--- config.mk ---
export PLATFORM = sky130hd
export DESIGN_NAME = brfb_outq_flat
export DESIGN_NICKNAME = d
export VERILOG_FILES = /design/src/hw/rtl/brfb_pkg.sv /design/src/hw/rtl/brfb_out_if.sv /design/src/hw/rtl/brfb_outq.sv /design/src/flat_wrapper.sv
export SDC_FILE = /design/constraint.sdc
export NUM_CORES = 1
export LEC_CHECK = 0
export ABC_AREA = 1
export BUFFER_PORTS_ARGS = -buffer_cell sky130_fd_sc_hd__buf_2
export CELL_PAD_IN_SITES_DETAIL_PLACEMENT = 1
export CELL_PAD_IN_SITES_GLOBAL_PLACEMENT = 1
export CORE_MARGIN = 4
export CORE_UTILIZATION = 41
export CTS_CLUSTER_DIAMETER = 200
export DETAILED_ROUTE_END_ITERATION = 12
export GPL_ROUTABILITY_DRIVEN = 0
export PLACE_DENSITY = 0.82
export SYNTH_ARGS = -nofsm -noshare
export SYNTH_HDL_FRONTEND = slang
export SYNTH_SLANG_ARGS = --single-unit
--- constraint.sdc ---
create_clock -name clk -period 4.45 [get_ports clk]
set_input_delay 0.2225 -clock clk [delete_from_list [all_inputs] [get_ports clk]]
set_output_delay 0.2225 -clock clk [all_outputs]
set_load 0.02 [all_outputs]
--- src/hw/rtl/brfb_pkg.sv ---
`timescale 1ns / 1ps

package brfb_pkg;

  localparam int unsigned DEPTH_DEF     = 4096;
  localparam int unsigned MAX_BURST_DEF = 64;

  localparam int unsigned CAP_W   = 4;
  localparam int unsigned BYTE_W  = 8;
  localparam int unsigned COUNT_W = 13;
  localparam int unsigned REQ_W   = 7;

  localparam logic [CAP_W-1:0]   CAP_RESET = 4'd12;
  localparam logic [COUNT_W-1:0] RUN_MAX   = 13'd8191;

  // Request and reply type codes.
  localparam logic REQ_PUSH   = 1'b0;
  localparam logic REQ_POP    = 1'b1;
  localparam logic REPLY_PUSH = 1'b0;
  localparam logic REPLY_POP  = 1'b1;

  typedef struct packed {
    logic               reply_type;
    logic               byte_valid;
    logic [BYTE_W-1:0]  out_byte;
    logic [COUNT_W-1:0] done_count;
    logic               last;
  } res_t;

  // Output queue status seen by the controller.
  typedef struct packed {
    logic [1:0] occ;
    logic       take;
  } q_status_t;

endpackage

--- src/hw/rtl/brfb_out_if.sv ---
`timescale 1ns / 1ps

interface brfb_out_if import brfb_pkg::*; ();
  logic               valid;
  logic               ready;
  logic               reply_type;
  logic               byte_valid;
  logic [BYTE_W-1:0]  out_byte;
  logic [COUNT_W-1:0] done_count;
  logic               last;

  modport source (output valid, output reply_type, output byte_valid, output out_byte,
                  output done_count, output last, input ready);
  modport sink (input valid, input reply_type, input byte_valid, input out_byte,
                input done_count, input last, output ready);
endinterface

--- src/hw/rtl/brfb_outq.sv ---
`timescale 1ns / 1ps

module brfb_outq import brfb_pkg::*; (
  input  logic                clk,
  input  logic                rst_n,
  input  logic                enq_valid,
  input  res_t                enq_data,
  output q_status_t           status,
  brfb_out_if.source          out_ch
);

  logic [1:0] occ_r, occ_nxt;
  res_t       ent0_r, ent0_nxt;
  res_t       ent1_r, ent1_nxt;
  logic       take;

  assign take = out_ch.valid && out_ch.ready;

  always_comb begin
    occ_nxt  = occ_r;
    ent0_nxt = ent0_r;
    ent1_nxt = ent1_r;
    if (take) begin
      ent0_nxt = ent1_r;
    end
    if (enq_valid && take) begin
      if (occ_r == 2'd1) begin
        ent0_nxt = enq_data;
      end else begin
        ent1_nxt = enq_data;
      end
    end else if (enq_valid) begin
      occ_nxt = occ_r + 2'd1;
      if (occ_r == 2'd0) begin
        ent0_nxt = enq_data;
      end else begin
        ent1_nxt = enq_data;
      end
    end else if (take) begin
      occ_nxt = occ_r - 2'd1;
    end
  end

  always_ff @(posedge clk) begin
    if (!rst_n) begin
      occ_r <= 2'd0;
    end else begin
      occ_r <= occ_nxt;
    end
    ent0_r <= ent0_nxt;
    ent1_r <= ent1_nxt;
  end

  assign status.occ  = occ_r;
  assign status.take = take;

  assign out_ch.valid      = (occ_r != 2'd0);
  assign out_ch.reply_type = ent0_r.reply_type;
  assign out_ch.byte_valid = ent0_r.byte_valid;
  assign out_ch.out_byte   = ent0_r.out_byte;
  assign out_ch.done_count = ent0_r.done_count;
  assign out_ch.last       = ent0_r.last;

  // The controller only issues a result when a queue slot is guaranteed.
  a_no_overflow: assert property (@(posedge clk) disable iff (!rst_n)
    enq_valid && !take |-> occ_r != 2'd2)
    else $error("output queue overflow");

  a_occ_range: assert property (@(posedge clk) disable iff (!rst_n)
    occ_r != 2'd3)
    else $error("output queue occupancy out of range");

endmodule

--- src/flat_wrapper.sv ---
// flat-port wrapper written by rule: the top's interface ports become plain ports
module brfb_outq_flat import brfb_pkg::*;
  (clk, rst_n, enq_valid, enq_data, status, out_ch_valid, out_ch_reply_type, out_ch_byte_valid, out_ch_out_byte, out_ch_done_count, out_ch_last, out_ch_ready);
  brfb_out_if out_ch_i ();
  input  logic clk;
  input  logic rst_n;
  input  logic enq_valid;
  input  res_t enq_data;
  output q_status_t status;
  output wire logic [$bits(out_ch_i.valid)-1:0] out_ch_valid;
  output wire logic [$bits(out_ch_i.reply_type)-1:0] out_ch_reply_type;
  output wire logic [$bits(out_ch_i.byte_valid)-1:0] out_ch_byte_valid;
  output wire logic [$bits(out_ch_i.out_byte)-1:0] out_ch_out_byte;
  output wire logic [$bits(out_ch_i.done_count)-1:0] out_ch_done_count;
  output wire logic [$bits(out_ch_i.last)-1:0] out_ch_last;
  input wire logic [$bits(out_ch_i.ready)-1:0] out_ch_ready;
  assign out_ch_valid = out_ch_i.valid;
  assign out_ch_reply_type = out_ch_i.reply_type;
  assign out_ch_byte_valid = out_ch_i.byte_valid;
  assign out_ch_out_byte = out_ch_i.out_byte;
  assign out_ch_done_count = out_ch_i.done_count;
  assign out_ch_last = out_ch_i.last;
  assign out_ch_i.ready = out_ch_ready;
  brfb_outq u_core (.clk(clk), .rst_n(rst_n), .enq_valid(enq_valid), .enq_data(enq_data), .status(status), .out_ch(out_ch_i));
endmodule
======== After elaboration in Yosys (flattened, before gate mapping) ========
Cells that the tools add are included.
cells by class
  equality and inequality tests ........... 3
  mux-type cells .......................... 11
  bitwise operators ....................... 1
  reductions and logical operators ........ 8
  add/subtract/negate cells ............... 2
operators with widths
  kind                                                    count
  two-way mux 24 bit                                      9
  nonzero test 2 bit                                      3
  two-way mux 2 bit                                       2
  AND reduction 3 bit                                     1
  adder 2 x 1 -> 2 bit (second input constant)            1
  == test 2 x 1 -> 1 bit (second input constant)          1
  logical AND 1 bit                                       2
  logical NOT 2 bit                                       1
  inequality test 2 x 1 -> 1 bit (second input constant)  1
  inequality test 2 bit (second input constant)           1
  AND reduction 2 bit                                     1
  subtractor 2 x 1 -> 2 bit (second input constant)       1
  inverter 1 bit                                          1
storage, ports and cells
  word-level logic and storage cells ...... 36
  register bits ........................... 50
  output and inout port bits .............. 28
  input port bits ......................... 28

======== Logic depth before layout (Yosys ltp) ========
  depth after elaboration ................. 6
  mapped depth ............................ 13
  depth with buffers taken out ............ 11

======== Worst setup path after synthesis ========
Ideal clock, no wire load.
  kind .................................... register to register
  from .................................... register u_core.occ_r[0]
  to ...................................... register u_core.ent1_r[0] (netlist bit) (enable)
  path buffers ............................ 1
  required time ........................... 4.045 ns
  stages on the path, launching flop included .. 10
  slack ................................... 1.488 ns
  setup time .............................. 0.405 ns
  clock period less this slack ............ 2.962 ns
  arrival time ............................ 2.557 ns
  cell sequence ........................... dfxtp_1 -> inv_1 -> ha_1 -> inv_2 -> nand2_2 -> buf_4 -> inv_1 -> ha_1 -> a21oi_1 -> nor2_1
on the way
  word-level cells in the longest chain between the ends .. 5
  elaborated cells between the ends (all ways) .. 9
  those cells by class .................... eq/ne (3); reduce/logical (6)
ends and longest elaborated chain
  what                                                     RTL line         RTL
  start: declaration                                       brfb_outq.sv:12  logic [1:0] occ_r, occ_nxt;
  start signal: assignment                                 brfb_outq.sv:48  occ_r <= occ_nxt;
  nonzero test 2 bit *                                     brfb_outq.sv:57  assign out_ch.valid = (occ_r != 2'd0);
  logical AND 1 bit *                                      brfb_outq.sv:17  assign take = out_ch.valid && out_ch.ready;
  via u_core.take                                          brfb_outq.sv:15  logic take;
  logical AND 1 bit *                                      brfb_outq.sv:26  if (enq_valid && take) begin
  inequality test 2 bit (no line) (tied with other cells)  n/a
  AND reduction 3 bit (no line) *                          n/a
  end signal: assignment                                   brfb_outq.sv:51  ent1_r <= ent1_nxt;
  end: declaration                                         brfb_outq.sv:14  res_t ent1_r, ent1_nxt;
Mark *: on every way through the listed nets, which the timed path passes. The rest lies on a longest branch.
A chain may end at the register's enable or synchronous reset.

======== Worst setup path in the final report ========
  from .................................... register u_core.occ_r[0]
  to ...................................... register u_core.ent1_r[14] (netlist bit) (enable)
on the way
  word-level cells in the longest chain between the ends .. 5
  elaborated cells between the ends (all ways) .. 9
  those cells by class .................... eq/ne (3); reduce/logical (6)
ends and longest elaborated chain
  what                                                     RTL line
  nonzero test 2 bit                                       brfb_outq.sv:57
  logical AND 1 bit                                        brfb_outq.sv:17
  logical AND 1 bit                                        brfb_outq.sv:26
  inequality test 2 bit (no line) (tied with other cells)  n/a
  AND reduction 3 bit (no line) *                          n/a
Mark *: on every way between the ends. The rest lies on a longest branch, timed or not.

==> impl_metrics.csv <==
group,metric,value,unit
run_status,status,"finished, final reports clean",
grt,gr-usage-all-layers,17.1,%
sta,finalCritPeriodShare,74.5,%
drt,first_iter_violations,131,
power_and_ir_drop,p_clk_share,18.3,%
cts,clock-sinks,50,
sta,rsz0062_at_grt,"false",
power_and_ir_drop,p_leak,1.23,nW
min_path,hold_path_end,"u_core.ent1_r[15]",
yosys,ys_types,18,
setup_path,endpoint_kind,"flop",
cts,clockBufferDepth,2,
cts,post_cts_buffers,0,
yosys,syn_inst,231,
cts,post_cts_resized,0,
setup_path,crit_chain,"inv_1 > ha_1 > inv_2 > nand2_2 > inv_1 > ha_1 > a21oi_1 > nor2_2",
min_path,hp-start,"enq_data[15]",
yosys,synth_seq_area_share,60.2,%
grt,grt_pass1_vias,1763,
grt,met1_usage,20.6,%
yosys,yosysTopAreaCellShare,34.9,%
floorplan,die_h,78.9,microns
grt,grt_max_degree,28,
cts,hold_buffers,0,
finish,syn_to_final_growth,17.6,%
drt,wire_per_inst,14.0,microns
sta,max_freq,302,MHz
floorplan,row_count,25,
cts,clk_pin_slew,0.09,ns
yosys,synth_area,2060,sq um
sta,fin_ws,1.14,ns
drt,firstDrtPassIters,4,
setup_path,r2r_cells,8,
cts,clkLatencyLatePin,0.31,ns
drt,drc,0,
setup_path,r2r_slack,1.14,ns
power_and_ir_drop,p_int,0.000925,W
setup_path,cp.arrival,3.24,ns
power_and_ir_drop,power_density,627,nW/um^2
setup_path,cp_max_fo,27,
power_and_ir_drop,irDropWorstVdd,0.000264,V
finish,final_cell_area,2430,sq um
power_and_ir_drop,combPwrFrac,36.6,%
yosys,ys_seq_elements,50,
sta,min_period,3.31,ns
floorplan,start_util,43.1,%
grt,use_met3,4.88,%
grt,grt_pass1_wl,8200,microns
sta,relSlewSlack,18.9,%
sta,hold_viol,0,
drt,vias,1686,
floorplan,fp.coreArea,4790,sq um
cts,cts_root_buf,"clkbuf_8",
drt,routed_wl,4900,microns
yosys,yosysWarnings,0,
finish,nets,312,
setup_path,crit_start,"u_core.occ_r[0]",
sta,tightest_slew,1.22,ns
drt,routed_via_density,4.83,
sta,setup_viol,0,
sta,fin_skew,0.00675,ns
min_path,hold_depth,1,
setup_path,cpPeakStageDelay,0.93,ns
yosys,syn_area_per_cell,8.93,sq um
min_path,min_path_type,"input pin to flop",
place,io_buffers,55,
yosys,syn_nets,262,
finish,fin_util,50.7,%
power_and_ir_drop,seqPwrFrac,45.1,%
drt,postRouteAntennaNets,0,
power_and_ir_drop,swShare,39.2,%
sta,setup_tns,0,ns
grt,antenna_found_initial,0,
power_and_ir_drop,p_total,0.00152,W
grt,grt.overflow.total,0,
place,dp_hpwl,3490,microns
cts,htree_levels,2,
setup_path,required,4.38,ns
place,placed_cell_area,2330,sq um
power_and_ir_drop,netSwitchingPower,0.000597,W
grt,grtUsageMet2,28.9,%
cts,cts_made_buffers,5,
place,pre_cts_slack,1.07,ns
floorplan,dieWidth,78.9,microns
setup_path,r2r-end,"u_core.ent1_r[14]",
setup_path,path_class,"flop to flop",
finish,drive_gt1_share,25.5,%
grt,busiest_layer,"met2",
yosys,synth_area_leader_cell,"edfxtp_1",
floorplan,design.die.area,6230,sq um
setup_path,timing.rr.start,"u_core.occ_r[0]",
setup_path,critical-path-slowest-cell,"nor2_2",
flow_run,cap_violations,0,
yosys,yosys-top-cells-area,"edfxtp_1 35%, dfxtp_1 25%, nand2_1 22%, nand3_1 6.1%, buf_6 2.2%",
floorplan,io_pins,56,
sta,final_max_slew_viol_count,0,
setup_path,crit_path_start_kind,"flop",
finish,diodes,0,
cts,tritoncts,"built",
metrics by stage:
step / hold WS, ns / instances
floorplan: 0.321 / 231
global placement: 0.417 / 341
detailed placement: 0.416 / 341
CTS: 0.0925 / 349
global route: 0.0876 / 349
finish: 0.104 / 349
cell usage in the layout, fill, tap and decap left out, drive strengths merged:
master,instances
clkbuf,6
inv,7
nor2,3
o21a,1
dfxtp,26
clkinv,1
buf,55
clkinvlp,1
nand3,25
ha,3
o21ai,2
a21oi,2
nand2,125
or2,1
edfxtp,24
power by group through the flow:
stage / registers, W / clock network (W) / logic (W)
after floorplan: 0.000813 / 0 / 0.000272
after global placement: 0.000695 / 0 / 0.000540
after detailed placement: 0.000699 / 0 / 0.000566
after CTS: 0.000689 / 0.000285 / 0.000567
after global routing: 0.000705 / 0.000305 / 0.000625
final: 0.000687 / 0.000278 / 0.000556
cells in the mapped netlist (all sizes together):
cell type,number
buf,12
nor2,3
a21oi,2
nand2,125
o21ai,2
inv,7
ha,3
edfxtp,24
nand3,25
dfxtp,26
o21a,1
or2,1
registers in the layout, summed over array words and instances, names as in the netlist:
name and flops:
u_core.ent1_r 24, u_core.out_ch.done_count 13, u_core.out_ch.out_byte 8, u_core.occ_r 2, u_core.out_ch.byte_valid 1, u_core.out_ch.last 1
u_core.out_ch.reply_type 1
worst max-delay path: cells and delay by family, from the launching register on:
kind | cells | cell delay, ns
fa+ha+maj | 2 | 0.53
buf+inv | 3 | 0.60
flops | 1 | 0.36
simple gates | 2 | 1.35
compound gates | 1 | 0.08
routing by layer:
layer,share of wire [%],vias up
met5,0,-
met4,1.4,0
met3,6.0,5
met2,48,42
met1,44,808
li1,-,831
how the worst max path moves through the flow:
stage                                    to  cells past startpoint  slack [ns]
after global routing      u_core.ent1_r[15]                      8        0.77
final                     u_core.ent1_r[14]                      8        1.14
after CTS                  u_core.ent1_r[1]                      8        1.09
after floorplan            u_core.ent1_r[0]                      9        1.49
after global placement    u_core.ent1_r[10]                      8        1.31
after detailed placement   u_core.ent1_r[9]                      8        1.07
cell families after synthesis:
group / synth area share [%]
flip-flops: 60.2
buffers and inverters: 5.76
AND/OR/NAND/NOR: 30.4
AO/OA/AOI/OAI: 1.88
adder cells (fa/ha/maj): 1.82
final cells by class:
type                       instances  area, sq um
fill                             592         2360
sequential                        50         1240
multi-input combinational        162          706
timing repair buffer              55          275
tap                               67         83.8
clock buffer                       6         82.6
inverter                           7         26.3
clock inverter                     2         12.5
Power figures use the tool's default switching activity.
