## src/hw/rtl/brfb_pkg.sv

```systemverilog
`timescale 1ns / 1ps

package brfb_pkg;

  localparam int unsigned DEPTH_DEF     = 4096;
  localparam int unsigned MAX_BURST_DEF = 64;

  localparam int unsigned CAP_W   = 4;
  localparam int unsigned BYTE_W  = 8;
  localparam int unsigned COUNT_W = 13;
  localparam int unsigned REQ_W   = 7;

  localparam logic [CAP_W-1:0]   CAP_RESET = 4'd12;
  localparam logic [COUNT_W-1:0] RUN_MAX   = 13'd8191;

  // Request and reply type codes.
  localparam logic REQ_PUSH   = 1'b0;
  localparam logic REQ_POP    = 1'b1;
  localparam logic REPLY_PUSH = 1'b0;
  localparam logic REPLY_POP  = 1'b1;

  typedef struct packed {
    logic               reply_type;
    logic               byte_valid;
    logic [BYTE_W-1:0]  out_byte;
    logic [COUNT_W-1:0] done_count;
    logic               last;
  } res_t;

  // Output queue status seen by the controller.
  typedef struct packed {
    logic [1:0] occ;
    logic       take;
  } q_status_t;

endpackage

```

## src/hw/rtl/brfb_in_if.sv

```systemverilog
`timescale 1ns / 1ps

interface brfb_in_if import brfb_pkg::*; ();
  logic              valid;
  logic              ready;
  logic              req_type;
  logic [BYTE_W-1:0] push_byte;
  logic              push_last;
  logic [REQ_W-1:0]  pop_count;

  modport source (output valid, output req_type, output push_byte, output push_last,
                  output pop_count, input ready);
  modport sink (input valid, input req_type, input push_byte, input push_last,
                input pop_count, output ready);
endinterface

```

## src/hw/rtl/brfb_ctrl.sv

```systemverilog
`timescale 1ns / 1ps

module brfb_ctrl import brfb_pkg::*; #(
  parameter int unsigned DEPTH     = DEPTH_DEF,
  parameter int unsigned MAX_BURST = MAX_BURST_DEF
) (
  input  logic                     clk,
  input  logic                     rst_n,
  brfb_in_if.sink                  in_ch,
  input  logic                     cfg_we,
  input  logic [CAP_W-1:0]         cfg_wdata,
  output logic                     mem_we,
  output logic [$clog2(DEPTH)-1:0] mem_waddr,
  output logic [BYTE_W-1:0]        mem_wdata,
  output logic                     mem_re,
  output logic [$clog2(DEPTH)-1:0] mem_raddr,
  input  logic [BYTE_W-1:0]        mem_rdata,
  input  q_status_t                q_status,
  output logic                     enq_valid,
  output res_t                     enq_data
);

  localparam int unsigned ADDR_W = $clog2(DEPTH);
  localparam int unsigned PTR_W  = ADDR_W + 1;
  localparam int unsigned CMP_W  = (PTR_W > REQ_W) ? PTR_W : REQ_W;

  typedef enum logic {ST_IDLE, ST_BURST} state_t;

  state_t             state_r, state_nxt;
  logic [PTR_W-1:0]   wr_ptr_r, wr_ptr_nxt;
  logic [PTR_W-1:0]   rd_ptr_r, rd_ptr_nxt;
  logic [PTR_W-1:0]   size_r, size_nxt;
  logic [COUNT_W-1:0] run_r, run_nxt;
  logic [REQ_W-1:0]   left_r, left_nxt;
  logic [REQ_W-1:0]   total_r, total_nxt;
  logic               s1_valid_r, s1_valid_nxt;
  res_t               s1_meta_r, s1_meta_nxt;

  logic [PTR_W-1:0]  fill;
  logic [ADDR_W-1:0] mask;
  logic              not_full;
  logic [2:0]        slot_sum;
  logic              slot_ok;
  logic              accept;
  logic [REQ_W-1:0]  req_c;
  logic [CMP_W-1:0]  fill_ext, req_ext;
  logic [REQ_W-1:0]  pop_n;

  // Ring size from the capacity code: zero acts as one, and sizes beyond
  // the storage are clamped to the storage depth.
  function automatic logic [PTR_W-1:0] cap_size(input logic [CAP_W-1:0] lg);
    logic [CAP_W-1:0] lg_c;
    lg_c = (lg == '0) ? CAP_W'(1) : lg;
    if (32'(lg_c) > ADDR_W) begin
      lg_c = CAP_W'(ADDR_W);
    end
    return PTR_W'(1) << lg_c;
  endfunction

  assign fill     = wr_ptr_r - rd_ptr_r;
  assign mask     = ADDR_W'(size_r - PTR_W'(1));
  assign not_full = (fill != size_r);

  // A result may enter the pipe when it and everything ahead still fit in
  // the two-entry output queue.
  assign slot_sum = {1'b0, q_status.occ} + {2'b00, s1_valid_r} - {2'b00, q_status.take};
  assign slot_ok  = (slot_sum < 3'd2);

  assign in_ch.ready = (state_r == ST_IDLE) && slot_ok;
  assign accept      = in_ch.valid && in_ch.ready;

  assign req_c    = (32'(in_ch.pop_count) > MAX_BURST) ? REQ_W'(MAX_BURST) : in_ch.pop_count;
  assign fill_ext = CMP_W'(fill);
  assign req_ext  = CMP_W'(req_c);
  assign pop_n    = REQ_W'((fill_ext < req_ext) ? fill_ext : req_ext);

  always_comb begin
    state_nxt    = state_r;
    wr_ptr_nxt   = wr_ptr_r;
    rd_ptr_nxt   = rd_ptr_r;
    size_nxt     = size_r;
    run_nxt      = run_r;
    left_nxt     = left_r;
    total_nxt    = total_r;
    s1_valid_nxt = 1'b0;
    s1_meta_nxt  = s1_meta_r;
    mem_we       = 1'b0;
    mem_re       = 1'b0;

    unique case (state_r)
      ST_IDLE: begin
        if (accept && in_ch.req_type == REQ_PUSH) begin
          if (not_full) begin
            mem_we     = 1'b1;
            wr_ptr_nxt = wr_ptr_r + PTR_W'(1);
            if (run_r != RUN_MAX) begin
              run_nxt = run_r + COUNT_W'(1);
            end
          end
          if (in_ch.push_last) begin
            s1_valid_nxt           = 1'b1;
            s1_meta_nxt.reply_type = REPLY_PUSH;
            s1_meta_nxt.byte_valid = 1'b0;
            s1_meta_nxt.out_byte   = '0;
            s1_meta_nxt.done_count = run_nxt;
            s1_meta_nxt.last       = 1'b1;
            run_nxt                = '0;
          end
        end else if (accept) begin
          if (pop_n == '0) begin
            s1_valid_nxt           = 1'b1;
            s1_meta_nxt.reply_type = REPLY_POP;
            s1_meta_nxt.byte_valid = 1'b0;
            s1_meta_nxt.out_byte   = '0;
            s1_meta_nxt.done_count = '0;
            s1_meta_nxt.last       = 1'b1;
          end else begin
            state_nxt = ST_BURST;
            left_nxt  = pop_n;
            total_nxt = pop_n;
          end
        end
      end
      ST_BURST: begin
        if (slot_ok) begin
          mem_re                 = 1'b1;
          rd_ptr_nxt             = rd_ptr_r + PTR_W'(1);
          left_nxt               = left_r - REQ_W'(1);
          s1_valid_nxt           = 1'b1;
          s1_meta_nxt.reply_type = REPLY_POP;
          s1_meta_nxt.byte_valid = 1'b1;
          s1_meta_nxt.out_byte   = '0;
          s1_meta_nxt.last       = (left_r == REQ_W'(1));
          s1_meta_nxt.done_count = (left_r == REQ_W'(1)) ? COUNT_W'(total_r) : '0;
          if (left_r == REQ_W'(1)) begin
            state_nxt = ST_IDLE;
          end
        end
      end
      default: state_nxt = ST_IDLE;
    endcase

    // A capacity write re-initializes the ring.
    if (cfg_we) begin
      size_nxt   = cap_size(cfg_wdata);
      wr_ptr_nxt = '0;
      rd_ptr_nxt = '0;
      run_nxt    = '0;
    end
  end

  assign mem_waddr = wr_ptr_r[ADDR_W-1:0] & mask;
  assign mem_wdata = in_ch.push_byte;
  assign mem_raddr = rd_ptr_r[ADDR_W-1:0] & mask;

  always_ff @(posedge clk) begin
    if (!rst_n) begin
      state_r    <= ST_IDLE;
      wr_ptr_r   <= '0;
      rd_ptr_r   <= '0;
      size_r     <= cap_size(CAP_RESET);
      run_r      <= '0;
      left_r     <= '0;
      s1_valid_r <= 1'b0;
    end else begin
      state_r    <= state_nxt;
      wr_ptr_r   <= wr_ptr_nxt;
      rd_ptr_r   <= rd_ptr_nxt;
      size_r     <= size_nxt;
      run_r      <= run_nxt;
      left_r     <= left_nxt;
      s1_valid_r <= s1_valid_nxt;
    end
    total_r   <= total_nxt;
    s1_meta_r <= s1_meta_nxt;
  end

  // The stage register meets the memory read data here.
  always_comb begin
    enq_valid = s1_valid_r;
    enq_data  = s1_meta_r;
    if (s1_meta_r.byte_valid) begin
      enq_data.out_byte = mem_rdata;
    end
  end

  a_fill_bound: assert property (@(posedge clk) disable iff (!rst_n)
    (wr_ptr_r - rd_ptr_r) <= size_r)
    else $error("fill level exceeds ring size");

  a_no_write_in_burst: assert property (@(posedge clk) disable iff (!rst_n)
    state_r == ST_BURST |-> !mem_we)
    else $error("ring write during pop burst");

  a_burst_nonzero: assert property (@(posedge clk) disable iff (!rst_n)
    state_r == ST_BURST |-> left_r != '0 && left_r <= total_r)
    else $error("pop burst counter out of range");

endmodule

```

## src/flat_wrapper.sv

```systemverilog
// flat-port wrapper written by rule: the top's interface ports become plain ports
module brfb_ctrl_flat import brfb_pkg::*;
#(
  parameter int unsigned DEPTH     = DEPTH_DEF,
  parameter int unsigned MAX_BURST = MAX_BURST_DEF
)
  (clk, rst_n, cfg_we, cfg_wdata, mem_we, mem_waddr, mem_wdata, mem_re, mem_raddr, mem_rdata, q_status, enq_valid, enq_data, in_ch_valid, in_ch_req_type, in_ch_push_byte, in_ch_push_last, in_ch_pop_count, in_ch_ready);
  brfb_in_if in_ch_i ();
  input  logic clk;
  input  logic rst_n;
  input  logic cfg_we;
  input  logic [CAP_W-1:0] cfg_wdata;
  output logic mem_we;
  output logic [$clog2(DEPTH)-1:0] mem_waddr;
  output logic [BYTE_W-1:0] mem_wdata;
  output logic mem_re;
  output logic [$clog2(DEPTH)-1:0] mem_raddr;
  input  logic [BYTE_W-1:0] mem_rdata;
  input  q_status_t q_status;
  output logic enq_valid;
  output res_t enq_data;
  input wire logic [$bits(in_ch_i.valid)-1:0] in_ch_valid;
  input wire logic [$bits(in_ch_i.req_type)-1:0] in_ch_req_type;
  input wire logic [$bits(in_ch_i.push_byte)-1:0] in_ch_push_byte;
  input wire logic [$bits(in_ch_i.push_last)-1:0] in_ch_push_last;
  input wire logic [$bits(in_ch_i.pop_count)-1:0] in_ch_pop_count;
  output wire logic [$bits(in_ch_i.ready)-1:0] in_ch_ready;
  assign in_ch_i.valid = in_ch_valid;
  assign in_ch_i.req_type = in_ch_req_type;
  assign in_ch_i.push_byte = in_ch_push_byte;
  assign in_ch_i.push_last = in_ch_push_last;
  assign in_ch_i.pop_count = in_ch_pop_count;
  assign in_ch_ready = in_ch_i.ready;
  brfb_ctrl #(.DEPTH(DEPTH), .MAX_BURST(MAX_BURST)) u_core (.clk(clk), .rst_n(rst_n), .in_ch(in_ch_i), .cfg_we(cfg_we), .cfg_wdata(cfg_wdata), .mem_we(mem_we), .mem_waddr(mem_waddr), .mem_wdata(mem_wdata), .mem_re(mem_re), .mem_raddr(mem_raddr), .mem_rdata(mem_rdata), .q_status(q_status), .enq_valid(enq_valid), .enq_data(enq_data));
endmodule
```

## config.mk

```make
export PLATFORM = sky130hd
export DESIGN_NAME = brfb_ctrl_flat
export DESIGN_NICKNAME = d
export VERILOG_FILES = /design/src/hw/rtl/brfb_pkg.sv /design/src/hw/rtl/brfb_in_if.sv /design/src/hw/rtl/brfb_ctrl.sv /design/src/flat_wrapper.sv
export SDC_FILE = /design/constraint.sdc
export NUM_CORES = 1
export LEC_CHECK = 0
export BUFFER_PORTS_ARGS = -buffer_cell sky130_fd_sc_hd__buf_2
export CAP_MARGIN = 30
export CORE_UTILIZATION = 60
export CTS_CLUSTER_SIZE = 20
export DETAILED_ROUTE_END_ITERATION = 7
export PLACE_DENSITY = 0.88
export SYNTH_ARGS = -nofsm -noshare
export SYNTH_HDL_FRONTEND = slang
export SYNTH_SLANG_ARGS = --single-unit
```

## constraint.sdc

```tcl
create_clock -name clk -period 12.1 [get_ports clk]
set_input_delay 1.21 -clock clk [delete_from_list [all_inputs] [get_ports clk]]
set_output_delay 1.21 -clock clk [all_outputs]
set_load 0.01 [all_outputs]
```

Word-level counts from Yosys, hierarchy flattened
Index checks and enable logic that the tools add are counted.
{ "word_totals": {"regBits": 92} }
{ "classes": {"n_addsub": 8, "magnitude_cmp": 4, "n_eq_ne": 10, "n_shift": 1, "n_mux": 37, "n_bitwise": 7, "n_reduce_logical": 12} }
{ "op_table": {"columns": ["op", "n"], "rows": [
  ["$mux W24", 5],
  ["$mux W7", 7],
  ["$pmux W24 S2", 1],
  ["$add A13 B1 Y13 const B", 3],
  ["$mux W13", 3],
  ["$and A12 B12 Y12", 2],
  ["$mux W1", 14],
  ["$pmux W7 S2", 1],
  ["$lt A13 B7 Y1", 1],
  ["$ne A13 B13 Y1", 1],
  ["$ne A13 B13 Y1 const B", 1],
  ["$shl A1 B4 Y13 const A", 1],
  ["$sub A13 B13 Y13", 1],
  ["$mux W4", 3],
  ["$reduce_and A4 Y1", 3],
  ["$sub A12 B1 Y12 const B", 1],
  ["$mux W8", 1],
  ["$eq A7 B1 Y1 const B", 1],
  ["$gt A7 B7 Y1 const B", 1],
  ["$logic_not A7 Y1", 1],
  ["$sub A7 B1 Y7 const B", 1],
  ["$ne A2 B2 Y1 const B", 3],
  ["$ne A3 B3 Y1 const B", 2],
  ["$not A1 Y1", 5],
  ["other kinds (12)", 16]
]} }

Longest topological paths before layout
Gate-level depths: netlist of the first run.
{ "logic_depth": {"ltp_word": 9, "depth_mapped": 17, "depth_no_buf": 17} }

Least setup slack after synthesis of the first run
Ideal clock, no wire load.
{ "synth_timing": {"kind": "flip-flop to flip-flop", "startpoint": "register u_core.rd_ptr_r[4]", "endpoint": "register u_core.s1_meta_r, in the netlist u_core.enq_data[0], enable pin", "setup_time_ns": 0.388, "arrival_ns": 4.037, "required_time_ns": 11.712, "path_slack_ns": 7.674, "path_stages_with_launch": 18, "n_path_buf": 0, "period_less_slack_ns": 4.426, "cell_sequence": "dfxtp_1 > clkinv_1 > ha_1 > a21oi_1 > a21boi_1 > and2_1 > xor2_1 > inv_1 > ha_1 > a21oi_1 > o21ai_0 > a211oi_1 > and4_1 > nand4_4 > mux2i_4 > a21oi_1 > nor2_1 > nor2_1"} }
{ "synth_between": {"elab_chain_cells": 6} }
{ "synth_lines": {"columns": ["element", "line_no", "source"], "rows": [
  ["from (decl)", "brfb_ctrl.sv:31", "logic [PTR_W-1:0] rd_ptr_r, rd_ptr_nxt;"],
  ["from (signal assigned)", "brfb_ctrl.sv:168", "rd_ptr_r <= rd_ptr_nxt;"],
  ["$sub A13 B13 Y13 (*)", "brfb_ctrl.sv:60", "assign fill = wr_ptr_r - rd_ptr_r;"],
  ["$lt A13 B7 Y1", "brfb_ctrl.sv:75", "assign pop_n = REQ_W'((fill_ext < req_ext) ? fill_ext : req_ext);"],
  ["$mux W7 (*)", "brfb_ctrl.sv:75", null],
  ["$logic_not A7 Y1 (*)", "brfb_ctrl.sv:110", "if (pop_n == '0) begin"],
  ["$ne A3 B3 Y1 (no source line) (*)", null, null],
  ["$reduce_and A4 Y1 (no source line) (*)", null, null],
  ["to (signal assigned)", "brfb_ctrl.sv:175", "s1_meta_r <= s1_meta_nxt;"],
  ["to (decl)", "brfb_ctrl.sv:37", "res_t s1_meta_r, s1_meta_nxt;"]
]} }
Mark *: on every way between the ends. The rest lies on a longest branch, timed or not.
A chain may end at the register's enable or synchronous reset.

Worst setup path after layout of the first run
{ "layout_timing": {"startpoint": "input port q_status[0] (netlist name)", "endpoint": "output port mem_we"} }
{ "layout_between": {"elab_chain_cells": 7} }
{ "layout_lines": {"columns": ["element", "line_no", "source"], "rows": [
  ["from (decl)", "flat_wrapper.sv:19", "input q_status_t q_status;"],
  ["$sub A3 B1 Y3", "brfb_ctrl.sv:66", "assign slot_sum = {1'b0, q_status.occ} + {2'b00, s1_valid_r} - {2'b00, q_status.take};"],
  ["$lt A3 B2 Y1", "brfb_ctrl.sv:67", "assign slot_ok = (slot_sum < 3'd2);"],
  ["$logic_and A1 B1 Y1", "brfb_ctrl.sv:69", "assign in_ch.ready = (state_r == ST_IDLE) && slot_ok;"],
  ["$logic_and A1 B1 Y1", "brfb_ctrl.sv:70", "assign accept = in_ch.valid && in_ch.ready;"],
  ["$logic_and A1 B1 Y1", "brfb_ctrl.sv:92", "if (accept && in_ch.req_type == REQ_PUSH) begin"],
  ["$mux W1", "brfb_ctrl.sv:92", null],
  ["$mux W1", "brfb_ctrl.sv:90", "unique case (state_r)"],
  ["to (decl)", "flat_wrapper.sv:13", "output logic mem_we;"]
]} }
No other way between the ends.

==> results.txt, run 1 <==
Fmax achieved = 200 MHz
Post-CTS Setup Bufs = 0
Mapped Cells = 655
Crit path max fanout = 9
Initial antenna violation count = 0
Tcrit/Tclk final = 41.2%
Core area = 8890 um2
First-pass GRT wire length = 22800 um
CTS tree = done
Post-DP HPWL = 10800 um
Status = completed
Post-route antenna net violation count = 0
Detailed Route WL = 14200 um
Largest cells by area after synthesis = dfxtp_1, edfxtp_1, ha_1
Routability cong. = 0.982
Crit path DAT = 3.78 ns
I/O pin cnt = 96
H-tree levels = 3
Vias post-DR = 5068
Post-cts resize count = 0
Total power draw = 0.000569 W
1st-iter DRT viols = 354
Synth warn = 0
Hold Violations, Final = 0
Root Driver = clkbuf_8
Rel. slew slack = 40.3%
Top-count cell post-synth = nor2_1
CP peak stage delay = 0.79 ns
Layout cells sized above 1 = 16.0%
Synth Net Count = 718
EDFF count, synth = 23
Pwr dens = 91.7 nW/um2
Antenna cell count = 0
Die ar. = 9730 um2
Largest net degree at the start of global routing = 40
WL per Instance = 17.1 um
Register bit total from synthesis = 84
Share of the synthesized area in the top cell type = 21.8%
Top_reg_cell synth = dfxtp_1
CP cell instances = buf_2 > ha_1 > nand2b_1 > fa_1 > xnor2_1 > nand2_1 > nor4b_2 > nand2_1 > inv_1 > buf_2
Total GRT Usage = 29.8%
Critical Path End Type = output port
Setup violations, final = 0
Final max-slew violation count = 0
FP Rows = 34
DRT Pass-1 Iters = 5
Post-synth top cells = nor2_1, dfxtp_1, nand2_1, a21oi_1, inv_1
Crit Path Class = in -> out
Syn Std Cell Area = 5600 um2
Part of the Yosys area used for sequential elements = 34.1%
Layout Nets = 783
Clk buf depth = 2
Vias/cell = 6.08
DRC viols = 0
Register-to-register setup slack = 7.27 ns
Initial cell density of the core = 63.0%
Max capacitance violation total = 0
Leading area contributor after synthesis = dfxtp_1
Clk slew on worst S/H paths = 0.09 ns
Slowest cell on crit path = nor4b_2
Clk sinks = 84
Worst Setup Start Kind = primary input
# hold bufs at CTS = 0
Vias in the first global route = 4759
Worst-Margin Slew = 0.892 ns
Port Buffer Count = 79
Tmin final = 4.99 ns
Clk_lat worst skew = 0.37 ns
Distinct cell type count after synthesis = 66
Clock Skews = 0.0146 ns
Area growth from synthesis to layout = 10.8%
Total clock buffers created by CTS = 9
Leakage = 2.54 nW
DIE HEIGHT = 98.6 um
Req. time, crit path = 10.89 ns
Avg Cell Area, Syn = 8.55 um2
Die W = 98.6 um
Fill count = 701
Min-Delay Path Class = reg -> reg
Synth async-reset ratio = 0%
RSZ-0062 raised after global routing = false
Setup TNS = 0 ns
Max VDD drop = 0.0000557 V
Total gr overflow = 0
-- path summary, 6_finish.rpt --
path                             from                  end  depth (start not counted)
setup / recovery          q_status[0]               mem_we                         10
hold reg to reg   u_core.wr_ptr_r[12]  u_core.wr_ptr_r[12]                          2
hold / removal    u_core.wr_ptr_r[12]  u_core.wr_ptr_r[12]                          2
setup reg to reg   u_core.rd_ptr_r[4]  u_core.enq_data[13]                         18
-- worst max-delay path, delay by kind of cell --
kind	cells	cell delay, ns
fa+ha+maj	2	0.66
xor+xnor	1	0.21
simple gates	4	1.37
buf+inv	3	0.34
-- layout make-up --
class / count / area (um2) / share of cell area (%)
well taps: 108 / 135 / 2.18
inverters: 39 / 146 / 2.36
flip-flops and latches: 84 / 1910 / 30.8
clock inverters: 7 / 80.1 / 1.29
multi-input cells: 504 / 3390 / 54.6
clock buffers: 9 / 124 / 2.00
repair buffers: 82 / 418 / 6.73
-- layout by cell type, fill, tap and decap left out, types with 4 or more instances in the layout --
| cell | instances |
|---|---|
| buf_2 | 79 |
| nor2_1 | 66 |
| dfxtp_1 | 61 |
| nand2_1 | 43 |
| inv_1 | 37 |
| a21oi_1 | 37 |
| xnor2_1 | 34 |
| nand3_1 | 30 |
| xor2_1 | 25 |
| ha_1 | 25 |
| and2_1 | 23 |
| edfxtp_1 | 23 |
| o21ai_1 | 18 |
| o21ai_0 | 18 |
| nor2b_1 | 16 |
| or3_1 | 15 |
| nor3_1 | 13 |
| nand4_1 | 13 |
| mux2i_1 | 11 |
| nand2b_1 | 11 |
| and3_1 | 10 |
| clkbuf_8 | 9 |
| o22ai_1 | 8 |
| a31oi_1 | 8 |
| nor4_1 | 6 |
| a21o_1 | 6 |
| a21boi_1 | 6 |
| xnor3_1 | 5 |
| o21a_1 | 4 |
| nand3b_1 | 4 |
| a211oi_1 | 4 |
-- sequential cells by signal (all words and copies together), names as in the netlist --
register / count
u_core.enq_data: 16
u_core.enq_valid: 1
u_core.left_r: 7
u_core.rd_ptr_r: 13
u_core.run_r: 13
u_core.size_r: 13
u_core.state_r: 1
u_core.total_r: 7
u_core.wr_ptr_r: 13
-- kinds of logic (layout without fill, tap and decap cells) --
kind of cell	count (synthesis)	count (layout)	synth area share, %
xor+xnor	65	65	11.5
mux	13	13	2.57
buf+inv	67	137	5.34
compound gates	130	130	14.9
simple gates	269	269	25.2
fa+ha+maj	27	27	6.30
flops	84	84	34.1
-- stage by stage --
| step | setup slack (ns) | instances | hold WS (ns) | utilization (%) | area [um2] |
|---|---|---|---|---|---|
| 2_1_floorplan | 7.67 | 655 | 0.458 | - | 5600 |
| 3_3_place_gp | 7.24 | 816 | 0.468 | 67.4 | 5990 |
| 3_5_place_dp | 7.11 | 817 | 0.494 | 67.5 | 6000 |
| 4_1_cts | 7.10 | 833 | 0.508 | 69.8 | 6210 |
| 5_1_grt | 6.92 | 833 | 0.533 | 69.8 | 6210 |
| 6_report | 7.11 | 833 | 0.505 | 69.8 | 6210 |
-- power by group --
part	internal (W)	switching, W	leakage, nW
Sequential	0.000292	0.00000221	0.701
Combinational	0.0000231	0.0000386	1.73
Clock	0.0000983	0.000115	0.102
-- routing by layer --
layer / share of wire (%) / vias to the layer above / global-route usage, %
met5: 0 / - / 0
met4: 1.8 / 0 / 11.7
met3: 8.8 / 26 / 3.83
met2: 48 / 256 / 49.5
met1: 41 / 2364 / 39.7
li1: - / 2422 / -
Note: power is estimated with default switching activity, not from simulation.
==> run 2: changes to the inputs <==
- CORE_UTILIZATION: 60 -> 57
- PLACE_DENSITY: 0.88 -> 0.84
- clock period: 12.1 -> 5.1 ns (I/O delays scaled with it)
==> results.txt, run 2 (synthesized netlist as in run 1, its figures left out) <==
Vias in the first global route = 4664
Multi-input gate area in the final layout = 3390 um2
Most common cell after layout, fill and taps aside = buf_2
H-tree levels = 3
Clk buf depth = 2
DRT Pass-1 Iters = 5
Post-route antenna net violation count = 0
Clk sinks = 84
Req. time, crit path = 5.16 ns
Die W = 101 um
Initial cell density of the core = 59.8%
# hold bufs at CTS = 0
Antenna cell count = 0
Hold Violations, Final = 0
Crit Path Class = reg -> reg
Vias/cell = 5.82
Clk slew on worst S/H paths = 0.08 ns
Tmin final = 4.63 ns
Fmax achieved = 216 MHz
Worst hold margin = 0.501 ns
Largest net degree at the start of global routing = 41
1st-iter DRT viols = 396
Status = completed
Worst Hold Path Cells = 4
Max VDD drop = 0.000226 V
DIE HEIGHT = 101 um
Initial antenna violation count = 0
Post-CTS Setup Bufs = 0
Root Driver = clkbuf_8
Final max-slew violation count = 0
Register-to-register setup slack = 0.47 ns
Crit path max fanout = 16
Rel. slew slack = 53.6%
Port Buffer Count = 79
Core area = 9370 um2
Largest register FFs = 16
Vias post-DR = 4978
R2r worst-path depth = 18
Leakage = 2.55 nW
Post-cts resize count = 0
Clock Skews = 0.00650 ns
Max capacitance violation total = 0
Worst-Margin Slew = 0.696 ns
Min-Delay Path Class = in -> reg
Pwr dens = 221 nW/um2
Fill count = 796
Die ar. = 10200 um2
Total gr overflow = 0
Tcrit/Tclk final = 90.9%
Clk_lat worst skew = 0.36 ns
Final Core Density = 66.7%
Routability cong. = 0.986
Layout cells sized above 1 = 15.8%
Setup TNS = 0 ns
Total GRT Usage = 28.2%
First-pass GRT wire length = 22500 um
I/O pin cnt = 96
Seq. cell area = 1910 um2
Critical Path End Type = flop
Layout Nets = 784
Area growth from synthesis to layout = 11.7%
Total clock buffers created by CTS = 9
Setup violations, final = 0
Post-DP HPWL = 10500 um
DRC viols = 0
Commonest cells after routing, fill and taps aside = buf_2, nor2_1, dfxtp_1
Crit path DAT = 4.69 ns
FP Rows = 35
Worst Setup Start Kind = flop
CTS tree = done
Detailed Route WL = 13700 um
RSZ-0062 raised after global routing = false
WL per Instance = 16.1 um
## run 2: through the flow
step	instance area, um2	instances	worst slack [ns]	total power (W)
2_1_floorplan	5600	655	0.674	0.000816
3_3_place_gp	6040	839	0.901	0.000853
3_5_place_dp	6040	839	0.713	0.000858
4_1_cts	6250	855	0.543	0.00138
5_1_grt	6250	855	0.126	0.00142
6_report	6250	855	0.466	0.00138
## run 2: cell type report
type / instances / area share, %
clock buffer: 12 / 2.32
clock inverter: 4 / 1.18
inverter: 39 / 2.34
multi-input combinational: 504 / 54.2
sequential: 84 / 30.6
tap: 129 / 2.58
timing repair buffer: 83 / 6.80
## run 2: routing by layer
layer  global-route usage (%)  share of wire, %
met2                     44.6                47
met5                        0                 0
met3                     5.38               6.2
met1                     38.7                45
met4                     10.1               2.1
## run 2: critical path, stage by stage (launching register included)
cell      delay, ns
dfxtp_1        0.32
clkinv_1       0.16
ha_1           0.43
a21oi_1        0.19
a21boi_1       0.31
and2_1         0.23
xor2_1         0.21
inv_1          0.09
ha_1           0.34
a21oi_1        0.16
o21ai_0        0.11
a211oi_1       0.34
and4_1         0.30
nand4_4        0.24
mux2i_4        0.31
a21oi_1        0.19
nor2_1         0.05
nor2_1         0.10
buf_4          0.24
## run 2: path summary, 6_finish.rpt
path                             from             endpoint
setup / recovery   u_core.rd_ptr_r[4]  u_core.enq_data[10]
hold / removal           cfg_wdata[0]     u_core.size_r[4]
setup reg to reg   u_core.rd_ptr_r[4]  u_core.enq_data[10]
hold reg to reg   u_core.rd_ptr_r[11]  u_core.rd_ptr_r[11]
## run 2: where the power goes
part,total [W],switching [W],internal (W)
Clock,0.000537,0.000247,0.000290
Sequential,0.000698,0.00000538,0.000693
Combinational,0.000146,0.0000910,0.0000553
